==> src/rtl/core/assert_macros.svh <==
// Assertion macros shared by the RTL of the interpolation core.
// Depends on nothing; each user supplies clk and rst_n in scope.
`ifndef ASSERT_MACROS_SVH
`define ASSERT_MACROS_SVH

// Check an implication on every rising clock edge outside reset.
`define ASSERT_CLK(label, prop, msg) \
  label: assert property (@(posedge clk) disable iff (!rst_n) prop) else $error(msg);

// Check an implication on every rising clock edge, reset included.
`define ASSERT_ALWAYS(label, prop, msg) \
  label: assert property (@(posedge clk) prop) else $error(msg);

`endif

==> src/rtl/core/qslp_pkg.sv <==
// Package for the quaternion interpolation core: widths, pipeline stage map,
// side-band record, arctangent and gain tables, saturation helper.
// No dependencies.
package qslp_pkg;

  localparam int ITERATIONS = 16;
  localparam int N_STEPS = (ITERATIONS < 8) ? 8 : ((ITERATIONS > 24) ? 24 : ITERATIONS);

  localparam int IDX_W    = 5;
  localparam int SQ_W     = 61;
  localparam int SQ_STEPS = 31;
  localparam int XY_W     = 36;
  localparam int Z_W      = 34;
  localparam int DEN_W    = 31;
  localparam int DR_W     = 32;
  localparam int DQ_W     = 43;
  localparam int W_W      = 44;
  localparam int P_W      = 61;
  localparam int T_ONE    = 32768;

  localparam logic [DEN_W-1:0] SIN_FLOOR = 31'd1073742;

  // pipeline stage map
  localparam int ST_IN    = 0;
  localparam int ST_PROD  = 1;
  localparam int ST_DOT   = 2;
  localparam int ST_SQ    = 3;
  localparam int ST_SQRT0 = 4;
  localparam int ST_VEC0  = ST_SQRT0 + SQ_STEPS;
  localparam int ST_MUL   = ST_VEC0 + N_STEPS;
  localparam int ST_ROT0  = ST_MUL + 1;
  localparam int ST_DIV0  = ST_ROT0 + N_STEPS;
  localparam int ST_WMUL  = ST_DIV0 + DQ_W;
  localparam int ST_OUT   = ST_WMUL + 1;
  localparam int LAT      = ST_OUT + 1;

  typedef enum logic [1:0] {
    MODE_SLERP,
    MODE_START,
    MODE_MID
  } mode_t;

  typedef struct packed {
    logic [3:0][15:0] s;
    logic [3:0][16:0] e;
    logic [15:0]      t;
    mode_t            mode;
    logic [29:0]      c;
    logic [DEN_W-1:0] sn;
    logic             na;
    logic             nb;
  } side_t;

  function automatic logic signed [Z_W-1:0] atan_q30(input logic [IDX_W-1:0] i);
    logic signed [Z_W-1:0] a;
    case (i)
      5'd0:    a = 34'sd843314857;
      5'd1:    a = 34'sd497837829;
      5'd2:    a = 34'sd263043837;
      5'd3:    a = 34'sd133525159;
      5'd4:    a = 34'sd67021687;
      5'd5:    a = 34'sd33543516;
      5'd6:    a = 34'sd16775851;
      5'd7:    a = 34'sd8388437;
      5'd8:    a = 34'sd4194283;
      5'd9:    a = 34'sd2097149;
      default: a = Z_W'(34'sd1 << (30 - i));
    endcase
    return a;
  endfunction

  function automatic logic signed [XY_W-1:0] gain_q30(input int n);
    logic signed [XY_W-1:0] g;
    case (n)
      8:       g = 36'sd652039507;
      9:       g = 36'sd652034532;
      10:      g = 36'sd652033289;
      11:      g = 36'sd652032978;
      12:      g = 36'sd652032900;
      13:      g = 36'sd652032881;
      14:      g = 36'sd652032876;
      default: g = 36'sd652032874;
    endcase
    return g;
  endfunction

  function automatic logic [15:0] sat16(input logic signed [31:0] v);
    logic [15:0] r;
    if (v > 32'sd32767) begin
      r = 16'h7fff;
    end else if (v < -32'sd32768) begin
      r = 16'h8000;
    end else begin
      r = v[15:0];
    end
    return r;
  endfunction

endpackage

==> src/rtl/core/qslp_div_cell.sv <==
// One restoring step of the pipelined unsigned divider.
// Depends on qslp_pkg.
module qslp_div_cell import qslp_pkg::*; (
  input  logic             clk,
  input  logic             en,
  input  logic [DEN_W-1:0] den,
  input  logic [DR_W-1:0]  rem_in,
  input  logic [DQ_W-1:0]  low_in,
  output logic [DR_W-1:0]  rem_r,
  output logic [DQ_W-1:0]  low_r
);
  logic [DR_W-1:0] rs;
  logic            ge;
  logic [DR_W-1:0] rem_nxt;
  logic [DQ_W-1:0] low_nxt;

  always_comb begin
    // shift in the next dividend bit, shift one quotient bit into the low word
    rs      = {rem_in[DR_W-2:0], low_in[DQ_W-1]};
    ge      = (rs >= DR_W'(den));
    rem_nxt = ge ? rs - DR_W'(den) : rs;
    low_nxt = {low_in[DQ_W-2:0], ge};
  end

  always_ff @(posedge clk) begin
    if (en) begin
      rem_r <= rem_nxt;
      low_r <= low_nxt;
    end
  end
endmodule

==> config.mk <==
export PLATFORM = sky130hd
export DESIGN_NAME = qslp_div_cell
export DESIGN_NICKNAME = d
export VERILOG_FILES = /design/src/rtl/core/assert_macros.svh /design/src/rtl/core/qslp_pkg.sv /design/src/rtl/core/qslp_div_cell.sv
export SDC_FILE = /design/constraint.sdc
export NUM_CORES = 1
export LEC_CHECK = 0
export BUFFER_PORTS_ARGS = -buffer_cell sky130_fd_sc_hd__buf_4
export CAP_MARGIN = 10
export CORE_MARGIN = 2
export CORE_UTILIZATION = 53
export DETAILED_ROUTE_END_ITERATION = 7
export MAX_ROUTING_LAYER = met4
export PLACE_DENSITY = 0.86
export REMOVE_ABC_BUFFERS = 1
export SLEW_MARGIN = 20
export SYNTH_ARGS = -nofsm -noshare
export SYNTH_HDL_FRONTEND = slang
export SYNTH_SLANG_ARGS = --single-unit
export TNS_END_PERCENT = 1
==> constraint.sdc <==
create_clock -name clk -period 5.6 [get_ports clk]
set_input_delay 0 -clock clk [delete_from_list [all_inputs] [get_ports clk]]
set_output_delay 0 -clock clk [all_outputs]
set_load 0.02 [all_outputs]
==> results.json <==
{
  "outcome": "complete, no violations",
  "cts_resized": 0,
  "worstHoldPathCells": 3,
  "ys_types": 55,
  "dieHeight_um": 96.9,
  "yosysMostFrequentCell": "edfxtp_1",
  "overflow": 0,
  "area_delta_synth_final_pct": 50.8,
  "synth_area_mm2": 0.00457,
  "root_buffer": "clkbuf_8",
  "tns_ns": 0,
  "maxCapViolations": 0,
  "die_w_um": 96.9,
  "track_usage": 0.338,
  "portBuffers": 181,
  "hold_end": "rem_r[0]$_DFFE_PP_",
  "synth_area_per_cell_um2": 10.4,
  "finalMaxSlewViolations": 0,
  "cts_made_buffers": 9,
  "ios": 183,
  "gp_congestion": 0.966,
  "clockBufferDepth": 2,
  "slew_headroom": 0.320,
  "vias": 4642,
  "htreeDepth": 3,
  "grt_pass1_wl_um": 24500,
  "nNetsFinal": 827,
  "synth_area_leader_cell": "edfxtp_1",
  "start_util": 0.551,
  "die-area_mm2": 0.00939,
  "synth_common_cells": "edfxtp_1, nand2_1, inv_1, o21ai_1, ha_1",
  "fin_area_mm2": 0.00690,
  "synth_edf_count": 75,
  "seq_area_frac_synth": 0.492,
  "synth_area_leaders": "edfxtp_1, ha_1, nand2_1",
  "drive_gt1_frac": 0.303,
  "tightest_slew_ns": 1.02,
  "cts_tree": "done",
  "cp_max_fo": 42,
  "row_count": 33,
  "coreArea_mm2": 0.00830,
  "hold_viol": 0,
  "final_cells": 797,
  "vias_per_cell": 5.82,
  "rsz0062_at_grt": "false",
  "hold_start": "den[0]",
  "dp_hpwl_um": 9190,
  "grt_pass1_vias": 4730,
  "period_share": 0.642,
  "finalSetupViolCount": 0,
  "antenna_found_initial": 0,
  "ys_warn_count": 0,
  "layout_min_cycle_time_ns": 3.59,
  "cp-start-kind": "input port",
  "clkSinkCount": 75,
  "end_kind": "flop",
  "path_class": "in -> reg",
  "peakVddDrop_v": 0.000186,
  "drtAntennaViolNets": 0,
  "placed_cell_area_mm2": 0.00593,
  "worst_ep_required_time_ns": 5.78,
  "placed_cells": 707,
  "p_per_area_mw_per_mm2": 265,
  "fmax_mhz": 278,
  "drtIter0Drc": 536,
  "path_clk_slew_ns": 0.10,
  "drcViolationCount": 0,
  "arrival_ns": 3.77,
  "grt_max_degree": 76,
  "hold_path_class": "in -> reg",
  "routed_wl_um": 15700,
  "synth_top_area_frac": 0.492,
  "first_pass_iters": 6,
  "p_leak_nw": 3.03,
  "syn_inst": 440,
  "synth-main-ff-cell": "edfxtp_1",
  "ys_ff_latch": 75,
  "async_flop_share": 0,
  "wire_per_inst_um": 19.6,
  "n_antenna_cell": 0
}
==> state kept, by name, indices dropped and copies added, names as in the netlist <==
signal,count
rem_r,32
low_r,43
==> critical path, stage by stage <==
cell           delay, ns
dlygate4sd3_1       0.54
buf_4               0.14
ha_1                0.37
a2111oi_0           0.55
o221ai_1            0.31
a21oi_1             0.19
nand3_1             0.13
a21oi_4             0.83
buf_4               0.42
nand2_1             0.12
o21ai_1             0.16
==> what timing repair did <==
item                                   CTS  global route
hold buffers                            74             0
endpoints found under the hold margin   74             0
buffers inserted                         0             0
==> power by group <==
part           internal, mW  switching (mW)
logic                 0.263           0.329
clock network         0.261           0.251
registers             0.698          0.0232
==> worst max-delay path by stage <==
stage,end,slack (ns),startpoint
detailed placement,rem_r[16]$_DFFE_PP_,2.31,den[23]
global route,rem_r[13]$_DFFE_PP_,1.83,rem_in[22]
CTS,rem_r[13]$_DFFE_PP_,2.12,rem_in[22]
finish,rem_r[13]$_DFFE_PP_,2.01,rem_in[22]
global placement,rem_r[15]$_DFFE_PP_,2.42,den[23]
floorplan,rem_r[27]$_DFFE_PP_,2.18,den[23]
==> area by class of cell <==
class	count	area (µm²)
clock buffers	9	124
flip-flops and latches	75	2250
well taps	105	131
multi-input cells	309	2040
inverters	36	135
clock inverters	7	108
repair buffers	256	2110
fillers	409	1400
==> metrics by stage <==
step / power (mW) / util / setup slack, ns / hold slack [ns]
after detailed placement: 1.25 / 0.714 / 2.31 / 0.179
after global placement: 1.23 / 0.714 / 2.42 / 0.178
after global routing: 1.89 / 0.831 / 1.83 / 0.109
after CTS: 1.78 / 0.831 / 2.12 / 0.104
final: 1.82 / 0.831 / 2.01 / 0.105
after floorplan: 1.03 / - / 2.18 / 0.0989
==> cells by family after synthesis <==
logic type | after synthesis | share of synthesized area
adder cells (fa/ha/maj) | 32 | 0.0892
AND/OR/NAND/NOR | 123 | 0.128
buffers and inverters | 56 | 0.0629
XOR/XNOR | 26 | 0.0498
flip-flops | 75 | 0.492
multiplexers | 1 | 0.00246
AO/OA/AOI/OAI | 127 | 0.175
==> layer usage <==
layer	share of wire	track usage	up-vias
met3	0.086	0.0592	61
met2	0.51	0.582	345
met4	0.036	0.134	0
met5	0	-	-
met1	0.37	0.393	2141
li1	-	-	2095
==> cells in the final DEF, fill, tap and decap left out, types with 7 or more instances in the layout <==
cell type / synthesis / layout
a21o_1: 8 / 8
a21oi_1: 29 / 29
buf_4: 2 / 182
clkbuf_8: 1 / 9
dlygate4sd3_1: 0 / 74
edfxtp_1: 75 / 75
ha_1: 31 / 31
inv_1: 36 / 36
nand2_1: 51 / 51
nand3_1: 11 / 11
nand4_1: 8 / 8
nor2_1: 21 / 21
nor3_1: 7 / 7
o21ai_0: 14 / 14
o21ai_1: 33 / 33
xnor2_1: 11 / 11
xor2_1: 15 / 15
Note: power is estimated with default switching activity, not from simulation.
