<file path="src/rtl/core/assert_macros.svh">
// Assertion macros shared by the RTL of the interpolation core.
// Depends on nothing; each user supplies clk and rst_n in scope.
`ifndef ASSERT_MACROS_SVH
`define ASSERT_MACROS_SVH

// Check an implication on every rising clock edge outside reset.
`define ASSERT_CLK(label, prop, msg) \
  label: assert property (@(posedge clk) disable iff (!rst_n) prop) else $error(msg);

// Check an implication on every rising clock edge, reset included.
`define ASSERT_ALWAYS(label, prop, msg) \
  label: assert property (@(posedge clk) prop) else $error(msg);

`endif

</file>
<file path="src/rtl/core/qslp_pkg.sv">
// Package for the quaternion interpolation core: widths, pipeline stage map,
// side-band record, arctangent and gain tables, saturation helper.
// No dependencies.
package qslp_pkg;

  localparam int ITERATIONS = 16;
  localparam int N_STEPS = (ITERATIONS < 8) ? 8 : ((ITERATIONS > 24) ? 24 : ITERATIONS);

  localparam int IDX_W    = 5;
  localparam int SQ_W     = 61;
  localparam int SQ_STEPS = 31;
  localparam int XY_W     = 36;
  localparam int Z_W      = 34;
  localparam int DEN_W    = 31;
  localparam int DR_W     = 32;
  localparam int DQ_W     = 43;
  localparam int W_W      = 44;
  localparam int P_W      = 61;
  localparam int T_ONE    = 32768;

  localparam logic [DEN_W-1:0] SIN_FLOOR = 31'd1073742;

  // pipeline stage map
  localparam int ST_IN    = 0;
  localparam int ST_PROD  = 1;
  localparam int ST_DOT   = 2;
  localparam int ST_SQ    = 3;
  localparam int ST_SQRT0 = 4;
  localparam int ST_VEC0  = ST_SQRT0 + SQ_STEPS;
  localparam int ST_MUL   = ST_VEC0 + N_STEPS;
  localparam int ST_ROT0  = ST_MUL + 1;
  localparam int ST_DIV0  = ST_ROT0 + N_STEPS;
  localparam int ST_WMUL  = ST_DIV0 + DQ_W;
  localparam int ST_OUT   = ST_WMUL + 1;
  localparam int LAT      = ST_OUT + 1;

  typedef enum logic [1:0] {
    MODE_SLERP,
    MODE_START,
    MODE_MID
  } mode_t;

  typedef struct packed {
    logic [3:0][15:0] s;
    logic [3:0][16:0] e;
    logic [15:0]      t;
    mode_t            mode;
    logic [29:0]      c;
    logic [DEN_W-1:0] sn;
    logic             na;
    logic             nb;
  } side_t;

  function automatic logic signed [Z_W-1:0] atan_q30(input logic [IDX_W-1:0] i);
    logic signed [Z_W-1:0] a;
    case (i)
      5'd0:    a = 34'sd843314857;
      5'd1:    a = 34'sd497837829;
      5'd2:    a = 34'sd263043837;
      5'd3:    a = 34'sd133525159;
      5'd4:    a = 34'sd67021687;
      5'd5:    a = 34'sd33543516;
      5'd6:    a = 34'sd16775851;
      5'd7:    a = 34'sd8388437;
      5'd8:    a = 34'sd4194283;
      5'd9:    a = 34'sd2097149;
      default: a = Z_W'(34'sd1 << (30 - i));
    endcase
    return a;
  endfunction

  function automatic logic signed [XY_W-1:0] gain_q30(input int n);
    logic signed [XY_W-1:0] g;
    case (n)
      8:       g = 36'sd652039507;
      9:       g = 36'sd652034532;
      10:      g = 36'sd652033289;
      11:      g = 36'sd652032978;
      12:      g = 36'sd652032900;
      13:      g = 36'sd652032881;
      14:      g = 36'sd652032876;
      default: g = 36'sd652032874;
    endcase
    return g;
  endfunction

  function automatic logic [15:0] sat16(input logic signed [31:0] v);
    logic [15:0] r;
    if (v > 32'sd32767) begin
      r = 16'h7fff;
    end else if (v < -32'sd32768) begin
      r = 16'h8000;
    end else begin
      r = v[15:0];
    end
    return r;
  endfunction

endpackage

</file>
<file path="src/rtl/core/qslp_cordic_cell.sv">
// One micro-rotation of a CORDIC, vectoring or rotation mode.
// Depends on qslp_pkg.
module qslp_cordic_cell import qslp_pkg::*; (
  input  logic                   clk,
  input  logic                   en,
  input  logic                   vec,
  input  logic [IDX_W-1:0]       idx,
  input  logic signed [XY_W-1:0] x_in,
  input  logic signed [XY_W-1:0] y_in,
  input  logic signed [Z_W-1:0]  z_in,
  output logic signed [XY_W-1:0] x_r,
  output logic signed [XY_W-1:0] y_r,
  output logic signed [Z_W-1:0]  z_r
);
  logic signed [XY_W-1:0] xs;
  logic signed [XY_W-1:0] ys;
  logic signed [Z_W-1:0]  a;
  logic                   sub_x;
  logic signed [XY_W-1:0] x_nxt;
  logic signed [XY_W-1:0] y_nxt;
  logic signed [Z_W-1:0]  z_nxt;

  always_comb begin
    xs    = x_in >>> idx;
    ys    = y_in >>> idx;
    a     = atan_q30(idx);
    // vectoring drives y to zero, rotation drives z to zero
    sub_x = vec ? !(y_in > 0) : (z_in >= 0);
    x_nxt = sub_x ? x_in - ys : x_in + ys;
    y_nxt = sub_x ? y_in + xs : y_in - xs;
    z_nxt = sub_x ? z_in - a : z_in + a;
  end

  always_ff @(posedge clk) begin
    if (en) begin
      x_r <= x_nxt;
      y_r <= y_nxt;
      z_r <= z_nxt;
    end
  end
endmodule

</file>
<file path="config.mk">
export PLATFORM = sky130hd
export DESIGN_NAME = qslp_cordic_cell
export DESIGN_NICKNAME = d
export VERILOG_FILES = /design/src/rtl/core/assert_macros.svh /design/src/rtl/core/qslp_pkg.sv /design/src/rtl/core/qslp_cordic_cell.sv
export SDC_FILE = /design/constraint.sdc
export NUM_CORES = 1
export LEC_CHECK = 0
export ABC_AREA = 1
export BUFFER_PORTS_ARGS = -buffer_cell sky130_fd_sc_hd__buf_2
export CORE_ASPECT_RATIO = 1.4
export CORE_MARGIN = 4
export CORE_UTILIZATION = 36
export DETAILED_ROUTE_END_ITERATION = 16
export PLACE_DENSITY = 0.5
export REMOVE_ABC_BUFFERS = 1
export SETUP_SLACK_MARGIN = 0.5
export SYNTH_ARGS = -nofsm -noshare
export SYNTH_HDL_FRONTEND = slang
export SYNTH_SLANG_ARGS = --single-unit
export TNS_END_PERCENT = 100
</file>
<file path="constraint.sdc">
create_clock -name clk -period 7.7 [get_ports clk]
set_clock_uncertainty 0.1 [all_clocks]
set_input_delay 1.925 -clock clk [delete_from_list [all_inputs] [get_ports clk]]
set_output_delay 1.925 -clock clk [all_outputs]
set_load 0.1 [all_outputs]
</file>
==> reports/qor.yml, run 1 <==
ir_worst_vdd_uv: 239
core_um2: 45400
yosys.cell_types.count: 53
powerDensity_nw_per_um2: 258
root_buffer: "clkbuf_16"
first_iter_violations: 1197
cp-startpoint: "idx[0]"
viasPerCell: 5.40
tightest_slew_ns: 0.885
synthFlopType: "edfxtp_1"
num_io_pins: 220
crit_end: "x_r[23]"
overflow: 0
synth_edf_count: 106
track_usage_pct: 26.8
drive_above_1_share_pct: 12.2
cts-resized-gates: 0
end_kind: "register"
power_frac_clock_pct: 9.5
syn-instance-count: 2682
period_share_pct: 90.1
start_util_pct: 36.6
status: "complete, no violations"
grt_antenna_before_repair: 1
cts-htree-levels: 3
startpoint_type: "input port"
die-area_um2: 49700
final_nets: 3088
hp-class: "input port to register"
avgSynthCellArea_um2: 6.19
final_cell_mix: "nand2_1 (825), nand3_1 (424), nor2_1 (244)"
swShare_pct: 60.9
syn_to_final_growth_pct: 11.6
final_util_pct: 40.8
maxCapViolations: 0
die_y_um: 262
slew_violations: 0
seqPwrFrac_pct: 19.7
hold_viol_final: 0
ys_seq_area_share_pct: 19.2
wire_per_inst_um: 19.7
postCtsHoldBufs: 0
ys_seq_elements: 106
min_period_ns: 6.94
crit_type: "input port to register"
post-route-drc-count: 0
max_freq_ghz: 0.144
finalWirelength_mm: 68.6
place_congestion: 0.964
switchingPower_mw: 2.91
placementRows: 92
p_leak_nw: 8.80
clkTransAtPathRegs_ns: 0.07
fin_area_um2: 18500
path_max_fanout: 35
layout_commonest_cell: "nand2_1"
p_comb_share_pct: 70.8
port_buffers: 219
grt_pass1_wl_mm: 104
cts_tree: "yes"
grt_pass1_vias: 18541
async_flop_share_pct: 0
p_int_mw: 1.87
setup_viol: 0
grt_max_degree: 92
dp_hpwl_mm: 58.9
yosysWarnings: 0
rsz0062_at_grt: "false"
hold_ws_ns: 1.81
dieWidth_um: 189
max_slew_margin_pct: 40.3
place_area_um2: 18300
postCtsSetupRepairBufs: 0
vias: 18791
cts_buffer_depth: 2
cts_buffers: 9
syn_area_um2: 16600
cts.sinks: 106
worstPathRequired_ns: 7.74
cp_data_arrival_time_ns: 6.98
ant_nets: 0
drt_pass1_iterations: 7
state kept, by name, indices dropped and copies added, names as in the netlist:
register  cells
x_r          36
z_r          34
y_r          36
worst max-delay path, cell delays in order:
cell	delay, ns
buf_2	0.35
inv_2	0.09
buf_4	0.26
nand2_1	0.12
nand3_1	0.10
nand3_1	0.12
nand2_1	0.12
o21ai_1	0.27
nand2_1	0.09
nand2_1	0.19
ha_1	0.20
inv_1	0.10
nor2_2	0.14
nand2_1	0.15
nor2_1	0.27
xor2_1	0.17
o21ai_0	0.13
ha_1	0.37
nand2_1	0.14
nor2_1	0.37
inv_1	0.11
nor2_1	0.12
inv_1	0.06
o221ai_1	0.45
a21oi_1	0.20
o21ai_0	0.24
xor2_1	0.09
layout make-up:
type                       instances  area (um^2)
multi-input combinational       2269        12100
timing repair buffer             251         1360
clock inverter                     6         41.3
sequential                       106         3180
tap                              611          764
clock buffer                      10          229
antenna                            1         2.50
inverter                         223          842
fill                            5197        26800
synthesized netlist by cell type, types with 14 or more instances:
| cell type | number | area [um^2] |
|---|---|---|
| ha_1 | 111 | 1390 |
| o21ai_1 | 26 | 130 |
| o21a_1 | 14 | 105 |
| nor2_1 | 244 | 916 |
| xor2_1 | 126 | 1100 |
| edfxtp_1 | 106 | 3180 |
| clkbuf_1 | 16 | 60.1 |
| inv_1 | 204 | 766 |
| nor2_2 | 14 | 87.6 |
| xnor2_1 | 51 | 447 |
| a31oi_1 | 21 | 131 |
| nand4_1 | 22 | 138 |
| nand3_1 | 424 | 2120 |
| o21ai_0 | 90 | 450 |
| nand2_1 | 825 | 3100 |
| inv_2 | 15 | 56.3 |
| a21oi_1 | 153 | 766 |
| nor3_1 | 21 | 105 |
| buf_2 | 33 | 165 |
metal layers:
layer  track usage [%]  wire length [um]  up-vias
met5                 0                 0        -
met4              12.6              3270        0
met3              2.37              2630      121
met2              49.0             34400      564
met1              31.7             28300     8742
li1                  -                 -     9364
cells by family (layout without fill, tap and decap cells):
family | count (synthesis) | in the layout | synth area share [%]
AO/OA/AOI/OAI | 360 | 360 | 12.3
XOR/XNOR | 179 | 179 | 9.53
adder cells (fa/ha/maj) | 114 | 114 | 8.73
buffers and inverters | 307 | 490 | 8.01
flip-flops | 106 | 106 | 19.2
other | 0 | 1 | 0
AND/OR/NAND/NOR | 1616 | 1616 | 42.3
worst min-delay path by stage:
stage	start	end	slack [ns]	cells past startpoint
global route	y_in[0]	y_r[0]	1.80	2
finish	y_in[0]	y_r[0]	1.81	2
detailed placement	y_in[0]	y_r[0]	2.20	2
floorplan	en	x_r[0]	1.94	0
CTS	y_in[0]	y_r[0]	1.78	2
global placement	y_in[0]	y_r[0]	2.20	2
metrics by stage:
step / worst slack (ns) / power (mW) / TNS, ns / cells
finish: 0.759 / 4.77 / 0 / 3477
global route: 0.503 / 5.07 / 0 / 3477
CTS: 0.716 / 4.80 / 0 / 3476
detailed placement: 0.304 / 4.32 / 0 / 3460
global placement: 0.357 / 4.33 / 0 / 3460
floorplan: -3.39 / 3.56 / -266.21 / 2598
power by group through the flow:
stage	sequential [mW]	clock, mW	combinational [mW]
6_report	0.940	0.455	3.38
5_1_grt	0.957	0.497	3.61
4_1_cts	0.943	0.480	3.38
3_5_place_dp	0.952	0	3.36
3_3_place_gp	0.951	0	3.38
2_1_floorplan	2.26	0	1.31
(Power assumes the default switching activity.)
==> run 2, diff against run 1 <==
--- a/config.mk
+++ b/config.mk
@@ -6,12 +6,13 @@
 export NUM_CORES = 1
 export LEC_CHECK = 0
 export ABC_AREA = 1
-export BUFFER_PORTS_ARGS = -buffer_cell sky130_fd_sc_hd__buf_2
 export CORE_ASPECT_RATIO = 1.4
 export CORE_MARGIN = 4
 export CORE_UTILIZATION = 36
 export DETAILED_ROUTE_END_ITERATION = 16
-export PLACE_DENSITY = 0.5
+export DONT_BUFFER_PORTS = 1
+export PLACE_DENSITY = 0.46
+export RECOVER_POWER = 50
 export REMOVE_ABC_BUFFERS = 1
 export SETUP_SLACK_MARGIN = 0.5
 export SYNTH_ARGS = -nofsm -noshare
==> run 2 against run 1 <==
Net effect:
- fmax is 3.2% higher
- largest power group is now sequential cells
- die area stayed put
- count of clock-buffer cells in the layout is 1 lower
- sequential share of layout area is 1.1 points higher
- worst hold slack worse by 0.27 ns
==> reports/qor.yml, run 2 (synthesis gave the netlist of run 1 again) <==
worstPathRequired_ns: 7.75  # about the same
ir_worst_vdd_uv: 247  # +3.5%
holdPathStages: 0  # -2
cts_buffers: 9  # unchanged
grt_antenna_before_repair: 0  # -1
cp_data_arrival_time_ns: 6.77  # -0.21 ns
path_max_fanout: 69  # +97%
top_regs: "x_r: 36 flops, y_r: 36 flops, z_r: 34 flops"
dp_cells: 3229  # -6.7%
cts.sinks: 106  # unchanged
hp-class: "input port to register"
startpoint_type: "input port"
post-route-drc-count: 0  # unchanged
cts_tree: "yes"
vias: 17843  # -5.0%
final_nets: 2857  # -7.5%
hold_ws_ns: 1.53  # -0.273 ns
hold_start: "en"
swShare_pct: 60.9  # about the same
grt_pass1_vias: 17719  # -4.4%
drive_above_1_share_pct: 4.56  # -7.6 points
p_int_mw: 1.79  # -4.3%
clkTransAtPathRegs_ns: 0.08  # about the same
tightest_slew_ns: 0.975  # +0.0895 ns
first_iter_violations: 1161  # -3.0%
finalWirelength_mm: 69.4  # +1.2%
worstHoldEndpoint: "x_r[25]"
max_freq_ghz: 0.149  # +3.2%
antennaDiodeCount: 0  # -1
grt_max_degree: 107  # +16%
crit_type: "input port to register"
start_util_pct: 36.6  # unchanged
rsz0062_at_grt: "false"
status: "complete, no violations"
end_kind: "register"
dp_hpwl_mm: 57.8  # -1.8%
core_um2: 45400  # unchanged
port_buffers: 0  # -100%
ant_nets: 0  # unchanged
cts-htree-levels: 3  # unchanged
viasPerCell: 5.50  # +1.7%
dp_slack_ns: 0.456  # +0.152 ns
place_congestion: 0.953  # -1.1%
hold_viol_final: 0  # unchanged
root_buffer: "clkbuf_16"
dieWidth_um: 189  # unchanged
switchingPower_mw: 2.78  # -4.2%
period_share_pct: 87.3  # -2.8 points
overflow: 0  # unchanged
p_leak_nw: 7.91  # -10%
layout_commonest_cell: "nand2_1"
drt_pass1_iterations: 6  # -1
syn_to_final_growth_pct: 4.70
die-area_um2: 49700  # unchanged
die_y_um: 262  # unchanged
powerDensity_nw_per_um2: 263  # +2.1%
maxCapViolations: 0  # unchanged
power_frac_clock_pct: 10.8  # +1.3 points
placementRows: 92  # unchanged
grt_pass1_wl_mm: 104  # -0.26%
num_io_pins: 220  # unchanged
worst_slack_ns: 0.977  # +0.217 ns
slew_violations: 0  # unchanged
final_cell_mix: "nand2_1 (825), nand3_1 (424), nor2_1 (244)"
layout.cells.non_filler: 3245  # -6.7%
cts_buffer_depth: 2  # unchanged
track_usage_pct: 27.1  # +0.25 points
p_comb_share_pct: 39.4  # -31 points
min_period_ns: 6.72  # -0.217 ns
wire_per_inst_um: 21.4  # +8.5%
seqPwrFrac_pct: 49.8  # +30 points
setup_viol: 0  # unchanged
max_slew_margin_pct: 34.3  # -6.0 points
-- run 2: cell types whose count changed in the layout (fill, tap and decap cells not counted), sizes merged --
cell	delta
clkbuf	-1
clkinvlp	-1
bufinv	+1
buf	-231
diode	-1
inv	+1
-- run 2: stage by stage --
stage | area (um^2) | utilization, % | total power, mW | TNS, ns
floorplan | 16100 | - | 3.56 | -266.21
global placement | 17100 | 37.7 | 4.09 | 0
detailed placement | 17100 | 37.7 | 4.08 | 0
CTS | 17400 | 38.3 | 4.61 | 0
global route | 17400 | 38.3 | 4.84 | 0
finish | 17400 | 38.3 | 4.57 | 0
-- run 2: worst max-delay path: stages --
cell      delay, ns
inv_2          0.25
buf_12         0.25
nand3_1        0.13
nand3_1        0.13
nand2_1        0.15
o211ai_1       0.26
nand2_1        0.23
inv_1          0.10
ha_1           0.23
inv_1          0.11
nor2_2         0.13
nand2_1        0.17
o21ai_2        0.27
nand2_1        0.10
xor2_1         0.25
ha_1           0.34
nand2_1        0.10
o21ai_0        0.14
a21oi_1        0.20
nand2_1        0.11
a21oi_1        0.34
o21ai_0        0.26
nand2_1        0.11
nand2_1        0.10
a21oi_1        0.18
xnor2_1        0.09
-- run 2: power groups by stage --
stage	Sequential (mW)	Combinational, mW	Clock [mW]
2_1_floorplan	2.26	1.31	0
3_5_place_dp	2.29	1.79	0
4_1_cts	2.29	1.80	0.522
5_1_grt	2.29	2.01	0.537
3_3_place_gp	2.30	1.80	0
6_report	2.28	1.80	0.495
-- run 2: layout make-up --
cell class / count / area, um^2
Clock buffer: 9 / 225
Inverter: 223 / 845
Fill cell: 5121 / 28000
Tap cell: 611 / 764
Sequential cell: 106 / 3180
Multi-Input combinational cell: 2269 / 12100
Timing Repair Buffer: 20 / 188
Clock inverter: 7 / 76.3
-- run 2: worst max path at each step --
stage	start	to	slack [ns]	depth (start not counted)
finish	idx[1]	x_r[28]	0.98	26
global route	idx[1]	x_r[28]	0.64	26
CTS	idx[0]	x_r[31]	0.86	22
detailed placement	idx[0]	x_r[31]	0.46	22
global placement	idx[0]	x_r[31]	0.44	22
floorplan	z_in[33]	z_r[22]	-3.39	15
-- run 2: repair_timing --
item,in CTS,in global routing
hold buffers,0,0
setup endpoints to repair,0,1
gates resized for setup,0,2
endpoints found under the hold margin,0,0
buffers inserted,0,0
-- run 2: per-layer routing --
metal | share of wire (%) | GRT usage (%) | vias to the layer above
met5 | 0 | 0 | -
met4 | 4.6 | 12.4 | 0
met3 | 5.0 | 4.04 | 117
met2 | 51 | 49.4 | 527
met1 | 40 | 31.1 | 8308
li1 | - | - | 8891
