<file path="src/rtl/core/assert_macros.svh">
// Assertion macros shared by the RTL of the interpolation core.
// Depends on nothing; each user supplies clk and rst_n in scope.
`ifndef ASSERT_MACROS_SVH
`define ASSERT_MACROS_SVH

// Check an implication on every rising clock edge outside reset.
`define ASSERT_CLK(label, prop, msg) \
  label: assert property (@(posedge clk) disable iff (!rst_n) prop) else $error(msg);

// Check an implication on every rising clock edge, reset included.
`define ASSERT_ALWAYS(label, prop, msg) \
  label: assert property (@(posedge clk) prop) else $error(msg);

`endif

</file>
<file path="src/rtl/core/qslp_pkg.sv">
// Package for the quaternion interpolation core: widths, pipeline stage map,
// side-band record, arctangent and gain tables, saturation helper.
// No dependencies.
package qslp_pkg;

  localparam int ITERATIONS = 16;
  localparam int N_STEPS = (ITERATIONS < 8) ? 8 : ((ITERATIONS > 24) ? 24 : ITERATIONS);

  localparam int IDX_W    = 5;
  localparam int SQ_W     = 61;
  localparam int SQ_STEPS = 31;
  localparam int XY_W     = 36;
  localparam int Z_W      = 34;
  localparam int DEN_W    = 31;
  localparam int DR_W     = 32;
  localparam int DQ_W     = 43;
  localparam int W_W      = 44;
  localparam int P_W      = 61;
  localparam int T_ONE    = 32768;

  localparam logic [DEN_W-1:0] SIN_FLOOR = 31'd1073742;

  // pipeline stage map
  localparam int ST_IN    = 0;
  localparam int ST_PROD  = 1;
  localparam int ST_DOT   = 2;
  localparam int ST_SQ    = 3;
  localparam int ST_SQRT0 = 4;
  localparam int ST_VEC0  = ST_SQRT0 + SQ_STEPS;
  localparam int ST_MUL   = ST_VEC0 + N_STEPS;
  localparam int ST_ROT0  = ST_MUL + 1;
  localparam int ST_DIV0  = ST_ROT0 + N_STEPS;
  localparam int ST_WMUL  = ST_DIV0 + DQ_W;
  localparam int ST_OUT   = ST_WMUL + 1;
  localparam int LAT      = ST_OUT + 1;

  typedef enum logic [1:0] {
    MODE_SLERP,
    MODE_START,
    MODE_MID
  } mode_t;

  typedef struct packed {
    logic [3:0][15:0] s;
    logic [3:0][16:0] e;
    logic [15:0]      t;
    mode_t            mode;
    logic [29:0]      c;
    logic [DEN_W-1:0] sn;
    logic             na;
    logic             nb;
  } side_t;

  function automatic logic signed [Z_W-1:0] atan_q30(input logic [IDX_W-1:0] i);
    logic signed [Z_W-1:0] a;
    case (i)
      5'd0:    a = 34'sd843314857;
      5'd1:    a = 34'sd497837829;
      5'd2:    a = 34'sd263043837;
      5'd3:    a = 34'sd133525159;
      5'd4:    a = 34'sd67021687;
      5'd5:    a = 34'sd33543516;
      5'd6:    a = 34'sd16775851;
      5'd7:    a = 34'sd8388437;
      5'd8:    a = 34'sd4194283;
      5'd9:    a = 34'sd2097149;
      default: a = Z_W'(34'sd1 << (30 - i));
    endcase
    return a;
  endfunction

  function automatic logic signed [XY_W-1:0] gain_q30(input int n);
    logic signed [XY_W-1:0] g;
    case (n)
      8:       g = 36'sd652039507;
      9:       g = 36'sd652034532;
      10:      g = 36'sd652033289;
      11:      g = 36'sd652032978;
      12:      g = 36'sd652032900;
      13:      g = 36'sd652032881;
      14:      g = 36'sd652032876;
      default: g = 36'sd652032874;
    endcase
    return g;
  endfunction

  function automatic logic [15:0] sat16(input logic signed [31:0] v);
    logic [15:0] r;
    if (v > 32'sd32767) begin
      r = 16'h7fff;
    end else if (v < -32'sd32768) begin
      r = 16'h8000;
    end else begin
      r = v[15:0];
    end
    return r;
  endfunction

endpackage

</file>
<file path="src/rtl/core/qslp_sqrt_cell.sv">
// One bit step of the pipelined integer square root.
// Depends on qslp_pkg.
module qslp_sqrt_cell import qslp_pkg::*; (
  input  logic             clk,
  input  logic             en,
  input  logic [IDX_W-1:0] k,
  input  logic [SQ_W-1:0]  rem_in,
  input  logic [SQ_W-1:0]  root_in,
  output logic [SQ_W-1:0]  rem_r,
  output logic [SQ_W-1:0]  root_r
);
  logic [SQ_W:0]   bitv;
  logic [SQ_W:0]   trial;
  logic            ge;
  logic [SQ_W-1:0] rem_nxt;
  logic [SQ_W-1:0] root_nxt;

  always_comb begin
    bitv     = (SQ_W+1)'(1) << {k, 1'b0};
    trial    = {1'b0, root_in} + bitv;
    ge       = ({1'b0, rem_in} >= trial);
    rem_nxt  = ge ? SQ_W'({1'b0, rem_in} - trial) : rem_in;
    root_nxt = ge ? SQ_W'({2'b0, root_in[SQ_W-1:1]} + bitv) : {1'b0, root_in[SQ_W-1:1]};
  end

  always_ff @(posedge clk) begin
    if (en) begin
      rem_r  <= rem_nxt;
      root_r <= root_nxt;
    end
  end
endmodule

</file>
<file path="config.mk">
export PLATFORM = sky130hd
export DESIGN_NAME = qslp_sqrt_cell
export DESIGN_NICKNAME = d
export VERILOG_FILES = /design/src/rtl/core/assert_macros.svh /design/src/rtl/core/qslp_pkg.sv /design/src/rtl/core/qslp_sqrt_cell.sv
export SDC_FILE = /design/constraint.sdc
export NUM_CORES = 1
export LEC_CHECK = 0
export BUFFER_PORTS_ARGS = -buffer_cell sky130_fd_sc_hd__buf_2
export CORE_MARGIN = 2
export CORE_UTILIZATION = 59
export CTS_BUF_LIST = sky130_fd_sc_hd__clkbuf_4 sky130_fd_sc_hd__clkbuf_8
export DETAILED_ROUTE_END_ITERATION = 8
export GPL_TIMING_DRIVEN = 0
export MAX_ROUTING_LAYER = met4
export PLACE_DENSITY = 0.84
export SKIP_LAST_GASP = 1
export SYNTH_ARGS = -nofsm -noshare
export SYNTH_HDL_FRONTEND = slang
export SYNTH_SLANG_ARGS = --single-unit
export TNS_END_PERCENT = 10
</file>
<file path="constraint.sdc">
create_clock -name clk -period 9.56 [get_ports clk]
set_clock_uncertainty 0.15 [all_clocks]
set_input_delay 1.912 -clock clk [delete_from_list [all_inputs] [get_ports clk]]
set_output_delay 1.912 -clock clk [all_outputs]
set_load 0.01 [all_outputs]
</file>
==> results of run 1 <==
## placed cells by master, fill, tap and decap left out, types with 58 or more instances in the layout
cell and count:
a21o_1 58, a21oi_1 114, buf_2 253, edfxtp_1 122, ha_1 122, mux2_4 58
nand2_1 135, nor2_1 119, o21ai_0 76, xnor2_1 111
## logic make-up after synthesis
family                   after synthesis
AO/OA/AOI/OAI                        453
multiplexers                          77
buffers and inverters                 95
flip-flops                           122
AND/OR/NAND/NOR                      465
XOR/XNOR                             166
adder cells (fa/ha/maj)              124
## path summary, 6_finish.rpt
kind,start,depth (start not counted),slack [ns],end
setup / recovery,k[3],27,0.19,root_r[22]$_DFFE_PP_
hold / removal,rem_in[21],2,1.60,rem_r[21]$_DFFE_PP_
## sequential cells by signal (all words and copies together), names as in the netlist
| name | count |
|---|---|
| rem_r | 61 |
| root_r | 61 |
## power groups by stage
stage	clock, mW	combinational, mW	sequential [mW]
after global routing	0.527	0.860	0.703
after global placement	0	0.763	0.708
after detailed placement	0	0.779	0.708
final	0.505	0.801	0.697
after CTS	0.509	0.787	0.697
after floorplan	0	0.484	0.748
## area by class of cell
type | instances | area [um2]
Inverter | 39 | 146.4
Multi-Input combinational cell | 1285 | 9378
Tap cell | 285 | 356.6
Clock buffer | 19 | 249.0
Buffer | 56 | 289.0
Fill cell | 1898 | 6973
Antenna cell | 3 | 7.507
Sequential cell | 122 | 3664
Clock inverter | 13 | 151.4
Timing Repair Buffer | 251 | 1289
## routing by layer
layer	track usage	vias up	wire length [um]
met5	-	-	0
met4	0.1587	0	1828
met3	0.06574	117	3526
met2	0.5729	646	19830
met1	0.4336	6073	17150
li1	-	6191	-
## worst max-delay path, cell delays in order
cell and delay (ns):
buf_2 0.12, or2_2 0.11, clkbuf_1 0.47, nor2_1 0.16, ha_1 0.41, nand4_1 0.19, o21ai_0 0.27, a221oi_1 0.14
a211oi_1 0.62, a211oi_2 0.20, o21ai_0 0.36, a31oi_1 0.18, o21bai_1 0.28, a21oi_1 0.17, xor2_1 0.18, ha_1 0.43
nand3_1 0.38, nor4_4 0.54, nand3_1 0.21, nor4_1 0.49, a2111oi_0 0.18, o2bb2ai_2 0.17, buf_4 0.17, and2_4 0.18
buf_6 0.22, clkbuf_4 0.40, mux2i_1 0.33
## what timing repair did
| item | CTS | global route |
|---|---|---|
| hold buffers | 0 | 0 |
| setup endpoints to repair | 122 | 117 |
| setup buffers | 3 | 0 |
| endpoints found under the hold margin | 0 | 0 |
| resized for setup | 3 | 11 |
| pin swaps | 1 | 0 |
==> reports/summary.txt, run 1 <==
CP Capture Type -> flop
unrepaired setup endpoints after global routing -> no
Post-synth EDFFs -> 122
Total Routing Usage GR -> 0.3543
Max transition margin -> 0.3443
highest clock rate -> 106.8 MHz
die height -> 154.9 um
Worst EP required -> 9.70 ns
Root Driver -> clkbuf_8
Pwr Total -> 2.002 mW
first-pass GRT wire length -> 64.95 mm
Post-synth top flop -> edfxtp_1
Clock Pin Slew Worst Setup and Hold Paths -> 0.09 ns
dpl ws -> -1.554 ns
largest cells by area after synthesis -> edfxtp_1, ha_1, xnor2_1, mux2_4, a21oi_1
number of global-route vias before repair -> 12620
XOR/XNOR Fraction of Synth Area -> 0.1082
port buffer count -> 247
Sw Pwr -> 716.7 uW
DP Area -> 0.01506 mm2
cell leakage power -> 6.678 nW
ys async rst share -> 0
Core Region -> 0.02250 mm2
max-slew violations -> 0
period utilisation layout -> 0.9798
syn_area_per_cell -> 8.947 um2
vias post-DR -> 13030
PwrDens -> 128.9 mW/mm2
Routed Antenna Nets -> 0
final estimated routing congestion in global placement -> 0.9749
initial antenna violation count -> 3
fin area -> 0.01553 mm2
sequential share of power -> 0.348
# DRC -> 0
combinational power share -> 0.400
Synth Area in Adders -> 0.1158
VDD IR max -> 0.09525 mV
IO Pins -> 251
Layout area overhead -> 15.56%
Commonest cells post-synth -> nand2_1, edfxtp_1, ha_1, nor2_1, a21oi_1
Yosys reg bits -> 122
Clk pwr share -> 0.252
Critical Path Source Type -> input pin
Max FO, Critical Path -> 10
count leader, synth -> nand2_1
Hold Path Class -> in2reg
Least-Margin Pin Slew -> 0.9698 ns
Die W -> 154.9 um
clock buffer depth -> 2
mux contribution to synthesized area -> 0.08016
cell-internal power -> 1.285 mW
Synth area leader -> edfxtp_1
clock sink count -> 122
initial core utilization -> 0.5972
DR iter-0 viols -> 1253
Setup violations, final -> 0
Critical Path AT -> 9.51 ns
largest family of logic cells by synthesized area -> compound AO/OA/AOI/OAI gates
DR pass1 iterations -> 6
nets -> 2024
DPL Wire Length -> 33.21 mm
Syn Inst Count -> 1502
simple-gate share of the synthesized area -> 0.1680
CTS tree -> built
H-tree depth -> 4
Sw Ratio -> 0.3580
share of layout cells above drive strength 1 -> 0.2319
total wire length -> 42.34 mm
Yosys top cell area share -> 0.2726
WS Path Type -> in2reg
Fin. Hold Viols -> 0
Placed Cells -> 2035
Yosys cell types -> 76
Yosys Warn Count -> 0
Setup WS post-layout -> 0.1931 ns
drt wl/cell -> 20.42 um
cell area after synthesis -> 0.01344 mm2
die area -> 0.02400 mm2
Mapped Nets -> 1754
share of the yosys chip area belonging to registers -> 0.2726
final cell utilization of the core -> 0.6901
fin crit period -> 9.367 ns
Rows -> 55
Fin Hold WS -> 1.601 ns
Inserted Clock Buffers -> 17
Non-Filler Instances -> 2073
status -> complete, no violations
Compound-Gate Fraction of Synth Area -> 0.2234
setup TNS -> 0 ns
Max Cap Viol -> 0
vias per cell -> 6.284
largest net degree at the start of global routing -> 73
grt ovf -> 0
(Power assumes the default switching activity.)
==> run 2, diff against run 1 <==
--- a/config.mk
+++ b/config.mk
@@ -10,7 +10,6 @@
 export CORE_UTILIZATION = 59
 export CTS_BUF_LIST = sky130_fd_sc_hd__clkbuf_4 sky130_fd_sc_hd__clkbuf_8
 export DETAILED_ROUTE_END_ITERATION = 8
-export GPL_TIMING_DRIVEN = 0
 export MAX_ROUTING_LAYER = met4
 export PLACE_DENSITY = 0.84
 export SKIP_LAST_GASP = 1
==> reports/summary.txt, run 2 (synthesized netlist as in run 1, its figures left out) <==
status -> complete, no violations
grt ovf -> 0 (unchanged)
IO Pins -> 251 (unchanged)
final estimated routing congestion in global placement -> 0.9873 (+1.3%)
Core Region -> 0.02250 mm2 (unchanged)
# hold bufs at CTS -> 0 (unchanged)
H-tree depth -> 4 (unchanged)
Fin. Hold Viols -> 0 (unchanged)
crit path buf inv count -> 4 (-1)
Clk pwr share -> 0.252 (about the same)
cell-internal power -> 1.290 mW (+0.34%)
Layout area overhead -> 14.63%
sequential share of power -> 0.352 (+0.004)
Fin Hold WS -> 1.607 ns (+0.005890 ns)
Max FO, Critical Path -> 25 (+15)
die height -> 154.9 um (unchanged)
CP peak stage delay -> 0.56 ns (-0.06 ns)
Critical Path AT -> 8.85 ns (-0.66 ns)
vias per cell -> 6.397 (+1.8%)
PostCTS Resize Cnt -> 0 (-3)
initial antenna violation count -> 3 (unchanged)
nets -> 1985 (-1.9%)
DR iter-0 viols -> 1174 (-6.3%)
Critical Path Source Type -> input pin
Inserted Clock Buffers -> 17 (unchanged)
first-pass GRT wire length -> 64.76 mm (-0.30%)
fin crit period -> 8.792 ns (-0.5749 ns)
Die W -> 154.9 um (unchanged)
Sw Ratio -> 0.3545 (-0.003440)
vias post-DR -> 13010 (-0.12%)
Setup violations, final -> 0 (unchanged)
Root Driver -> clkbuf_8
Least-Margin Pin Slew -> 0.9704 ns (+0.0005166 ns)
unrepaired setup endpoints after global routing -> no
share of layout cells above drive strength 1 -> 0.2331 (+0.001171)
Routed Antenna Nets -> 0 (unchanged)
PwrDens -> 129.7 mW/mm2 (+0.62%)
drt wl/cell -> 20.73 um (+1.5%)
Max transition margin -> 0.3531 (+0.008765)
Hold Path Class -> in2reg
CP Capture Type -> flop
number of global-route vias before repair -> 12340 (-2.3%)
most common cell after layout, fill and taps aside -> buf_2
DR pass1 iterations -> 5 (-1)
Slowest-stage cell, CP -> or3_1
biggest regs -> rem_r x61, root_r x61
DPL Wire Length -> 32.99 mm (-0.64%)
highest clock rate -> 113.7 MHz (+6.5%)
period utilisation layout -> 0.9197 (-0.06014)
GRT busiest layer -> met2
CP top delay family -> compound AO/OA/AOI/OAI gates
Rows -> 55 (unchanged)
initial core utilization -> 0.5972 (unchanged)
max-slew violations -> 0 (unchanged)
Cells on Worst Hold Path -> 2 (unchanged)
hold_sp -> rem_in[56]
CTS tree -> built
met1 Use GR -> 0.4404 (+0.006768)
cell leakage power -> 6.623 nW (-0.83%)
postcts setup bufs -> 0 (-3)
largest net degree at the start of global routing -> 75 (+2.7%)
# DRC -> 0 (unchanged)
WS Path Type -> in2reg
commonest non-fill, non-tap cells in the layout -> buf_2, nand2_1, ha_1, edfxtp_1, nor2_1
Clock Pin Slew Worst Setup and Hold Paths -> 0.09 ns (about the same)
clock sink count -> 122 (unchanged)
Total Routing Usage GR -> 0.3519 (-0.002387)
Fillers -> 1868 (-1.6%)
total wire length -> 42.16 mm (-0.42%)
Worst EP required -> 9.62 ns (-0.08 ns)
Sw Pwr -> 708.4 uW (-1.2%)
setup TNS -> 0 ns (unchanged)
Max Cap Viol -> 0 (unchanged)
port buffer count -> 250 (+1.2%)
die area -> 0.02400 mm2 (unchanged)
VDD IR max -> 0.08557 mV (-10%)
Worst Hold End -> rem_r[56]$_DFFE_PP_
GR Util met3 -> 0.03900 (-0.02674)
met2 Resource Use GR -> 0.5790 (+0.006138)
clock buffer depth -> 2 (unchanged)
combinational power share -> 0.396 (-0.004)
[run 2: how the worst max path moves through the flow]
stage                     start                  end  slack [ns]  depth (start not counted)
after global placement     k[1]  rem_r[23]$_DFFE_PP_        0.53                         26
after CTS                  k[1]  rem_r[24]$_DFFE_PP_        0.85                         26
final                      k[1]  rem_r[24]$_DFFE_PP_        0.77                         26
after detailed placement   k[1]  rem_r[23]$_DFFE_PP_        0.35                         26
after floorplan            k[1]  rem_r[18]$_DFFE_PP_        1.28                         29
after global routing       k[4]  rem_r[24]$_DFFE_PP_        0.25                         26
[run 2: power groups by stage]
| stage | Clock, mW | Sequential [mW] | Combinational, mW |
|---|---|---|---|
| CTS | 0.506 | 0.704 | 0.778 |
| floorplan | 0 | 0.748 | 0.484 |
| detailed placement | 0 | 0.714 | 0.775 |
| global route | 0.521 | 0.709 | 0.850 |
| global placement | 0 | 0.713 | 0.757 |
| finish | 0.504 | 0.704 | 0.790 |
[run 2: stage by stage]
stage               cells  utilization  total power [mW]  worst slack, ns  cell area (um2)
global placement     1999       0.6664             1.470           0.5340            15000
finish               2034       0.6846             1.998           0.7680            15400
floorplan            1502            -             1.232            1.278            13440
global route         2034       0.6846             2.079           0.2515            15400
CTS                  2031       0.6842             1.988           0.8537            15400
detailed placement   1999       0.6664             1.489           0.3493            15000
[run 2: final cells by class]
cell class                 count  area, um2  share of cell area
inverter                      39      146.4            0.009503
tap                          285      356.6             0.02315
sequential                   122       3664              0.2378
timing repair buffer         268       1464             0.09503
clock buffer                  19      249.0             0.01616
clock inverter                13      151.4            0.009828
multi-input combinational   1285       9366              0.6080
antenna                        3      7.507           0.0004873
[run 2: layer usage]
layer	wire, um	vias to the layer above
li1	-	6136
met2	20340	644
met4	1630	0
met5	0	-
met3	3107	96
met1	17090	6136
==> run 3, diff against run 2 <==
--- a/config.mk
+++ b/config.mk
@@ -7,11 +7,11 @@
 export LEC_CHECK = 0
 export BUFFER_PORTS_ARGS = -buffer_cell sky130_fd_sc_hd__buf_2
 export CORE_MARGIN = 2
-export CORE_UTILIZATION = 59
+export CORE_UTILIZATION = 27
 export CTS_BUF_LIST = sky130_fd_sc_hd__clkbuf_4 sky130_fd_sc_hd__clkbuf_8
 export DETAILED_ROUTE_END_ITERATION = 8
 export MAX_ROUTING_LAYER = met4
-export PLACE_DENSITY = 0.84
+export PLACE_DENSITY = 0.49
 export SKIP_LAST_GASP = 1
 export SYNTH_ARGS = -nofsm -noshare
 export SYNTH_HDL_FRONTEND = slang
==> reports/summary.txt, run 3 (synthesized netlist as in run 1, its figures left out) <==
total wire length -> 49.03 mm (+16%)
grt ovf -> 0 (unchanged)
share of layout cells above drive strength 1 -> 0.2321 (-0.001054)
CTS tree -> built
biggest regs -> rem_r x61, root_r x61
fin crit period -> 8.968 ns (+0.1761 ns)
Slowest-stage cell, CP -> nor4_4
CP Launch Point -> k[4]
# hold bufs at CTS -> 0 (unchanged)
die area -> 0.05157 mm2 (+110%)
Clock Pin Slew Worst Setup and Hold Paths -> 0.09 ns (about the same)
Placed Cells -> 2373 (+19%)
initial core utilization -> 0.2740 (-0.3232)
Worst EP required -> 9.73 ns (+0.11 ns)
H-tree depth -> 4 (unchanged)
PwrDens -> 126.7 mW/mm2 (-2.3%)
most common cell after layout, fill and taps aside -> buf_2
final estimated routing congestion in global placement -> 0.9404 (-4.8%)
PostCTS Resize Cnt -> 0 (unchanged)
Fin. Hold Viols -> 0 (unchanged)
clock buffer depth -> 2 (unchanged)
DPL Wire Length -> 39.51 mm (+20%)
Die W -> 227.1 um (+47%)
VDD IR max -> 0.08236 mV (-3.8%)
CP Capture Type -> flop
clock sink count -> 122 (unchanged)
DP Area -> 0.01539 mm2 (+2.6%)
nets -> 1980 (-0.25%)
highest clock rate -> 111.5 MHz (-2.0%)
Root Driver -> clkbuf_8
cell leakage power -> 6.583 nW (-0.60%)
Pwr Total -> 2.006 mW (+0.40%)
largest net degree at the start of global routing -> 69 (-8.0%)
end of the critical path -> rem_r[15]$_DFFE_PP_
fin area -> 0.01584 mm2 (+2.8%)
Fillers -> 5306 (+180%)
vias per cell -> 5.176 (-19%)
Non-Filler Instances -> 2417 (+19%)
initial antenna violation count -> 12 (+9)
IO Pins -> 251 (unchanged)
Layout area overhead -> 17.85%
status -> complete, no violations
Max FO, Critical Path -> 53 (+110%)
CP peak stage delay -> 0.63 ns (+0.07 ns)
postcts setup bufs -> 0 (unchanged)
DR pass1 iterations -> 5 (unchanged)
critical path depth -> 26 (unchanged)
crit path buf inv count -> 3 (-1)
vias post-DR -> 12510 (-3.9%)
DR iter-0 viols -> 677 (-42%)
Fin Hold WS -> 1.527 ns (-0.07983 ns)
Hold Path Class -> in2reg
Critical Path Source Type -> input pin
period utilisation layout -> 0.9381 (+0.01842)
Critical Path AT -> 9.14 ns (+0.29 ns)
Setup violations, final -> 0 (unchanged)
Total Routing Usage GR -> 0.1972 (-0.1547)
# DRC -> 0 (unchanged)
number of global-route vias before repair -> 12480 (+1.1%)
Inserted Clock Buffers -> 17 (unchanged)
max-slew violations -> 0 (unchanged)
Rows -> 81 (+47%)
CP top delay family -> simple AND/OR/NAND/NOR gates
commonest non-fill, non-tap cells in the layout -> buf_2, nand2_1, ha_1, edfxtp_1, nor2_1
Max Cap Viol -> 0 (unchanged)
unrepaired setup endpoints after global routing -> no
Max transition margin -> 0.3817 (+0.02864)
Least-Margin Pin Slew -> 0.9274 ns (-0.04296 ns)
first-pass GRT wire length -> 73.77 mm (+14%)
die height -> 227.1 um (+47%)
WS Path Type -> in2reg
port buffer count -> 250 (unchanged)
Routed Antenna Nets -> 0 (unchanged)
drt wl/cell -> 20.28 um (-2.1%)
Core Region -> 0.04905 mm2 (+120%)
final cell utilization of the core -> 0.3229 (-0.3617)
==> run 3: cell types whose count changed in the layout (fill, tap and decap cells not counted), sizes merged <==
cell / before / now
clkinv: 6 / 5
buf: 268 / 263
clkbuf: 19 / 17
clkinvlp: 3 / 5
diode: 3 / 12
inv: 40 / 41
==> run 3: power breakdown <==
group / total (mW) / internal, mW / switching [mW]
Clock: 0.516 / 0.256 / 0.260
Sequential: 0.702 / 0.680 / 0.0220
Combinational: 0.788 / 0.340 / 0.448
Total: 2.01 / 1.28 / 0.730
==> run 3: worst min path at each step <==
stage | depth (start not counted) | slack [ns] | startpoint | end
finish | 2 | 1.53 | rem_in[55] | rem_r[55]$_DFFE_PP_
global route | 2 | 1.50 | rem_in[55] | rem_r[55]$_DFFE_PP_
CTS | 2 | 1.45 | rem_in[37] | rem_r[37]$_DFFE_PP_
detailed placement | 2 | 2.09 | rem_in[55] | rem_r[55]$_DFFE_PP_
global placement | 2 | 2.10 | rem_in[8] | rem_r[8]$_DFFE_PP_
floorplan | 0 | 1.87 | en | rem_r[0]$_DFFE_PP_
==> run 3: routing by layer <==
layer | up-vias | track usage | wire (um)
met3 | 67 | 0.04169 | 2572
met5 | - | - | 0
li1 | 6131 | - | -
met2 | 339 | 0.3188 | 22930
met4 | 0 | 0.07400 | 1334
met1 | 5973 | 0.2412 | 22190
==> run 3: layout make-up <==
class / instances / area, um2 / share of cell area
inverter: 39 / 146.4 / 0.009243
tap: 664 / 830.8 / 0.05246
sequential: 122 / 3664 / 0.2313
antenna: 12 / 30.03 / 0.001896
timing repair buffer: 263 / 1376 / 0.08690
clock buffer: 17 / 234.0 / 0.01477
multi-input combinational: 1285 / 9382 / 0.5924
clock inverter: 15 / 175.2 / 0.01106
==> run 3: through the flow <==
| step | TNS, ns | setup slack, ns |
|---|---|---|
| 2_1_floorplan | 0 | 1.278 |
| 3_3_place_gp | -94.99 | -0.8814 |
| 3_5_place_dp | -29.10 | -0.3515 |
| 4_1_cts | 0 | 0.2963 |
| 5_1_grt | 0 | 0.1367 |
| 6_report | 0 | 0.5919 |
